===== src/hw/rtl/ifh_pkg.sv =====
// ----------------------------------------------------------------------------
// ifh_pkg
// Shared constants, codes and controller/datapath types of the interpolated
// feature histogram.
// ----------------------------------------------------------------------------
`default_nettype none

package ifh_pkg;

  // Default sizes of the table set.
  localparam int MAX_LIMITS_DEFAULT      = 16;
  localparam int NUM_REF_SYMBOLS_DEFAULT = 6;

  // Read symbols 1..5 each own a row of tables.
  localparam int READ_SYMBOLS = 5;

  // Breakpoint count limits and its reset value.
  localparam int MIN_LIMITS       = 2;
  localparam int NUM_LIMITS_RESET = 16;

  // Field widths.
  localparam int SAMPLE_W = 16;
  localparam int COUNT_W  = 40;
  localparam int WEIGHT_W = 17;

  // One unit of count in Q1.16.
  localparam logic [WEIGHT_W-1:0] ONE_UNIT = 17'h10000;

  // Operation codes.
  localparam logic [1:0] OP_WRITE  = 2'd0;
  localparam logic [1:0] OP_ACCUM  = 2'd1;
  localparam logic [1:0] OP_READ   = 2'd2;
  localparam logic [1:0] OP_IGNORE = 2'd3;

  // Status codes.
  localparam logic [1:0] STATUS_OK         = 2'd0;
  localparam logic [1:0] STATUS_BAD_SYMBOL = 2'd1;
  localparam logic [1:0] STATUS_BAD_SLOT   = 2'd2;

  // Configuration register byte addresses.
  localparam logic [1:0] ADDR_NUM_LIMITS = 2'd0;

  typedef enum logic [3:0] {
    ST_CLEAR,
    ST_IDLE,
    ST_DECODE,
    ST_SCAN,
    ST_SCAN_TAIL,
    ST_LOCATE,
    ST_FETCH_HI,
    ST_CAP_HI,
    ST_DIV_INIT,
    ST_DIV,
    ST_UP_RD,
    ST_UP_WR,
    ST_LO_RD,
    ST_LO_WR,
    ST_RESULT
  } ifh_state_e;

  // Address source of the breakpoint memory.
  typedef enum logic [1:0] {
    BP_SLOT,
    BP_SCAN,
    BP_LO,
    BP_HI
  } ifh_bp_sel_e;

  // Address source of the count memory.
  typedef enum logic [1:0] {
    CNT_CLR,
    CNT_SLOT,
    CNT_LO,
    CNT_HI
  } ifh_cnt_sel_e;

  typedef struct packed {
    logic         load;
    logic         clr_step;
    logic         bp_read;
    logic         bp_write;
    ifh_bp_sel_e  bp_sel;
    logic         scan_issue;
    logic         cap_lo;
    logic         cap_hi;
    logic         div_init;
    logic         div_step;
    logic         cnt_read;
    logic         cnt_write;
    ifh_cnt_sel_e cnt_sel;
    logic         emit;
  } ifh_cmd_t;

  typedef struct packed {
    logic [1:0] op;
    logic       skip;
    logic       clr_last;
    logic       scan_last;
    logic       below_zero;
    logic       below_all;
    logic       den_bad;
    logic       div_last;
  } ifh_stat_t;

endpackage

`default_nettype wire


===== src/hw/rtl/ifh_ctrl.sv =====
// ----------------------------------------------------------------------------
// ifh_ctrl
// Sequencer of the histogram: clearing pass, decode, breakpoint scan,
// neighbor fetch, serial divide and the two count updates.
// ----------------------------------------------------------------------------
`default_nettype none

module ifh_ctrl (
  input  wire                 clk_i,
  input  wire                 rst_ni,
  input  wire                 start_i,
  input  wire ifh_pkg::ifh_stat_t stat_i,
  output ifh_pkg::ifh_cmd_t   cmd_o,
  output logic                busy_o
);

  ifh_pkg::ifh_state_e state_q, state_d;

  always_ff @(posedge clk_i or negedge rst_ni) begin
    if (!rst_ni) begin
      state_q <= ifh_pkg::ST_CLEAR;
    end else begin
      state_q <= state_d;
    end
  end

  always_comb begin
    state_d = state_q;
    cmd_o   = '0;
    case (state_q)
      ifh_pkg::ST_CLEAR: begin
        cmd_o.clr_step  = 1'b1;
        cmd_o.cnt_write = 1'b1;
        cmd_o.cnt_sel   = ifh_pkg::CNT_CLR;
        if (stat_i.clr_last) begin
          state_d = ifh_pkg::ST_IDLE;
        end
      end
      ifh_pkg::ST_IDLE: begin
        if (start_i) begin
          cmd_o.load = 1'b1;
          state_d    = ifh_pkg::ST_DECODE;
        end
      end
      ifh_pkg::ST_DECODE: begin
        state_d = ifh_pkg::ST_RESULT;
        if (!stat_i.skip) begin
          case (stat_i.op)
            ifh_pkg::OP_WRITE: begin
              cmd_o.bp_write = 1'b1;
              cmd_o.bp_sel   = ifh_pkg::BP_SLOT;
            end
            ifh_pkg::OP_READ: begin
              cmd_o.cnt_read = 1'b1;
              cmd_o.cnt_sel  = ifh_pkg::CNT_SLOT;
            end
            ifh_pkg::OP_ACCUM: begin
              state_d = ifh_pkg::ST_SCAN;
            end
            default: begin
              state_d = ifh_pkg::ST_RESULT;
            end
          endcase
        end
      end
      ifh_pkg::ST_SCAN: begin
        cmd_o.bp_read    = 1'b1;
        cmd_o.bp_sel     = ifh_pkg::BP_SCAN;
        cmd_o.scan_issue = 1'b1;
        if (stat_i.scan_last) begin
          state_d = ifh_pkg::ST_SCAN_TAIL;
        end
      end
      ifh_pkg::ST_SCAN_TAIL: begin
        // The last breakpoint is compared during this cycle.
        state_d = ifh_pkg::ST_LOCATE;
      end
      ifh_pkg::ST_LOCATE: begin
        if (stat_i.below_zero || stat_i.below_all) begin
          state_d = ifh_pkg::ST_LO_RD;
        end else begin
          cmd_o.bp_read = 1'b1;
          cmd_o.bp_sel  = ifh_pkg::BP_LO;
          state_d       = ifh_pkg::ST_FETCH_HI;
        end
      end
      ifh_pkg::ST_FETCH_HI: begin
        cmd_o.bp_read = 1'b1;
        cmd_o.bp_sel  = ifh_pkg::BP_HI;
        cmd_o.cap_lo  = 1'b1;
        state_d       = ifh_pkg::ST_CAP_HI;
      end
      ifh_pkg::ST_CAP_HI: begin
        cmd_o.cap_hi = 1'b1;
        state_d      = ifh_pkg::ST_DIV_INIT;
      end
      ifh_pkg::ST_DIV_INIT: begin
        if (stat_i.den_bad) begin
          state_d = ifh_pkg::ST_UP_RD;
        end else begin
          cmd_o.div_init = 1'b1;
          state_d        = ifh_pkg::ST_DIV;
        end
      end
      ifh_pkg::ST_DIV: begin
        cmd_o.div_step = 1'b1;
        if (stat_i.div_last) begin
          state_d = ifh_pkg::ST_UP_RD;
        end
      end
      ifh_pkg::ST_UP_RD: begin
        cmd_o.cnt_read = 1'b1;
        cmd_o.cnt_sel  = ifh_pkg::CNT_HI;
        state_d        = ifh_pkg::ST_UP_WR;
      end
      ifh_pkg::ST_UP_WR: begin
        cmd_o.cnt_write = 1'b1;
        cmd_o.cnt_sel   = ifh_pkg::CNT_HI;
        state_d         = ifh_pkg::ST_LO_RD;
      end
      ifh_pkg::ST_LO_RD: begin
        cmd_o.cnt_read = 1'b1;
        cmd_o.cnt_sel  = ifh_pkg::CNT_LO;
        state_d        = ifh_pkg::ST_LO_WR;
      end
      ifh_pkg::ST_LO_WR: begin
        cmd_o.cnt_write = 1'b1;
        cmd_o.cnt_sel   = ifh_pkg::CNT_LO;
        state_d         = ifh_pkg::ST_RESULT;
      end
      ifh_pkg::ST_RESULT: begin
        cmd_o.emit = 1'b1;
        state_d    = ifh_pkg::ST_IDLE;
      end
      default: begin
        state_d = ifh_pkg::ST_IDLE;
      end
    endcase
  end

  assign busy_o = (state_q != ifh_pkg::ST_IDLE);

endmodule

`default_nettype wire


===== config.mk =====
export PLATFORM = sky130hd
export DESIGN_NAME = ifh_ctrl
export DESIGN_NICKNAME = d
export VERILOG_FILES = /design/src/hw/rtl/ifh_pkg.sv /design/src/hw/rtl/ifh_ctrl.sv
export SDC_FILE = /design/constraint.sdc
export NUM_CORES = 1
export LEC_CHECK = 0
export ABC_AREA = 1
export BUFFER_PORTS_ARGS = -buffer_cell sky130_fd_sc_hd__buf_2
export CAP_MARGIN = 20
export CORE_MARGIN = 5
export CORE_UTILIZATION = 35
export DETAILED_ROUTE_END_ITERATION = 16
export HOLD_SLACK_MARGIN = 0.15
export PLACE_DENSITY = 0.68
export SYNTH_ARGS = -nofsm -noshare
export SYNTH_HDL_FRONTEND = slang
export SYNTH_SLANG_ARGS = --single-unit

===== constraint.sdc =====
create_clock -name clk_i -period 3.7 [get_ports clk_i]
set_input_delay 0.74 -clock clk_i [delete_from_list [all_inputs] [get_ports clk_i]]
set_output_delay 0.74 -clock clk_i [all_outputs]
set_load 0.02 [all_outputs]

==> flow_metrics.env <==
export IMPL_synth_async_sr_flop_share=1.00
export IMPL_ir_worst_vdd_uv=476
export IMPL_setup_tns_ns=0
export IMPL_cellLeakagePower_nw=0.452
export IMPL_clock_skew_ns=0.00341
export IMPL_gp_congestion=0.856
export IMPL_final_min_clock_period_ns=2.14
export IMPL_post_route_cell_area_um2=691
export IMPL_yosys_cell_count_top_type="nand2_1"
export IMPL_antenna_found_initial=0
export IMPL_finalMaxSlewViolations=0
export IMPL_end_kind="primary output"
export IMPL_wl_per_cell_um=9.99
export IMPL_die_area_um2=2320
export IMPL_first_pass_iters=4
export IMPL_avgSynthCellArea_um2=5.42
export IMPL_drc_errors=0
export IMPL_drt_antenna_violating_nets=0
export IMPL_fillers=137
export IMPL_fp_dieW_um=48.1
export IMPL_worstRegToRegCells=7
export IMPL_synth_seq_cells=4
export IMPL_arrival_ns=1.40
export IMPL_rows=13
export IMPL_yosysUniqueCellTypes=17
export IMPL_cts_setup_buffers=0
export IMPL_drive_gt1_frac=0.400
export IMPL_p_total_uw=589
export IMPL_grt_pass1_vias=535
export IMPL_synth_area_top_cells="dfrtp_1, nand2_1, inv_1"
export IMPL_cts_hold_fix_buffers=0
export IMPL_cp_max_fo=6
export IMPL_layout_nets=139
export IMPL_htreeDepth=1
export IMPL_startpoint_type="flip-flop"
export IMPL_grt_max_degree=7
export IMPL_p_per_area_nw_per_um2=852
export IMPL_synth_cells=94
export IMPL_dp_hpwl_mm=1.26
export IMPL_post_cts_resized=0
export IMPL_routed_top_layer="met3"
export IMPL_grt_usage=0.133
export IMPL_rsz0062_at_grt="no"
export IMPL_drv_cap=0
export IMPL_finalHoldViolations=0
export IMPL_root_buffer="clkbuf_4"
export IMPL_r2r_slack_ns=2.41
export IMPL_clkTransAtPathRegs_ns=0.04
export IMPL_slew_limit_headroom=0.787
export IMPL_worst_pin_slew_ns=0.320
export IMPL_met3_length_um=99
export IMPL_synth_area_um2=509
export IMPL_finalSetupViolCount=0
export IMPL_rr_startpoint="state_q[0]"
export IMPL_r2r_end="state_q[2]"
export IMPL_antenna_cells=0
export IMPL_fmax_ghz=0.467
export IMPL_cts_sinks=4
export IMPL_clockBufferDepth=2
export IMPL_ioPinCount=29
export IMPL_yosysTopAreaCellShare=0.197
export IMPL_synth_warnings=0
export IMPL_cts_buffers=3
export IMPL_regMostFlops="state_q"
export IMPL_grt_pass1_wl_mm=2.15
export IMPL_drt_total_wl_mm=1.40
export IMPL_viasPerCell=4.57
export IMPL_port_buffer_count=28
export IMPL_top_regs="state_q (4)"
export IMPL_area_growth_pct=35.6
export IMPL_ys_seq_area_frac=0.197
export IMPL_critical_path_class="flip-flop to primary output"
export IMPL_worstPathRequired_ns=2.96
export IMPL_coreArea_um2=1330
export IMPL_synth_nets=106
export IMPL_grt_overflow=0
export IMPL_dieHeight_um=48.1
export IMPL_netlist_top_cells_count="nand2_1, inv_1, nor2_1, inv_2, nand3_1"
export IMPL_hold_path_class="input pin to async pin"
export IMPL_drtIter0Drc=7
export IMPL_run_status="finished, final reports clean"
export IMPL_cts_tree="done"
export IMPL_num_vias=640
export IMPL_clock_latency_ns=0.23
export IMPL_synth_edff_count=0
export IMPL_synth_flop_cell="dfrtp_1"
export IMPL_met1_length_um=599
export IMPL_place_area_um2=668
export IMPL_start_util=0.382
export IMPL_largest_reg_flops=4
export IMPL_fin_crit_sh=0.578
export IMPL_met2_wirelength_um=700
export IMPL_synth_area_leader_cell="dfrtp_1"
-- layout make-up --
| cell class | instances | area, um2 | area share |
|---|---|---|---|
| inverters | 21 | 78.8 | 0.114 |
| flip-flops and latches | 4 | 100 | 0.145 |
| multi-input cells | 69 | 330 | 0.478 |
| clock buffers | 3 | 22.5 | 0.0326 |
| repair buffers | 28 | 140 | 0.203 |
| well taps | 15 | 18.8 | 0.0272 |
-- cell usage in the layout, fill, tap and decap left out, drive strengths merged --
cell type	count
nand4	1
nand2	31
and2	1
or2	1
a21oi	1
nor2	17
nor3b	1
o21ai	7
clkbuf	3
buf	28
inv	21
nor4	1
nand3	8
dfrtp	4
-- worst max-delay path, stage by stage (launching register included) --
cell and delay [ns]:
dfrtp_1 0.48, nor2_4 0.19, inv_1 0.06, nor2_1 0.16, inv_2 0.06, nand3_1 0.07, buf_2 0.16
-- kinds of logic after synthesis --
| kind of cell | Yosys count | share of synthesized area |
|---|---|---|
| buffers and inverters | 21 | 0.155 |
| AO/OA/AOI/OAI | 8 | 0.0786 |
| AND/OR/NAND/NOR | 61 | 0.570 |
| flip-flops | 4 | 0.197 |
-- worst max path at each step --
stage,start,end,slack [ns],cells after the start
after CTS,state_q[0],cmd_o[13],1.54,6
after global routing,state_q[2],cmd_o[13],1.37,7
after global placement,stat_i[7],cmd_o[1],1.67,5
after floorplan,stat_i[7],cmd_o[12],1.50,1
final,state_q[0],cmd_o[13],1.56,6
after detailed placement,stat_i[7],cmd_o[12],1.62,3
-- through the flow --
stage          cells  hold slack [ns]   util  worst slack (ns)
2_1_floorplan     94            0.444      -              1.50
3_3_place_gp     137            0.548  0.501              1.67
3_5_place_dp     137            0.549  0.501              1.62
4_1_cts          140            0.298  0.518              1.54
5_1_grt          140            0.297  0.518              1.37
6_report         140            0.304  0.518              1.56
-- power breakdown --
part	leakage, nW	total, mW	internal, mW	switching [mW]
combinational	0.389	0.431	0.141	0.290
sequential	0.0494	0.105	0.0677	0.0373
clock	0.0138	0.0530	0.0362	0.0168
total	0.452	0.589	0.245	0.344
-- layer usage --
layer	up-vias	global-route usage
li1	353	-
met1	265	0.166
met4	0	0.0645
met3	0	0.0258
met5	-	0
met2	22	0.216
No activity file was read; power rests on OpenSTA's default activity.
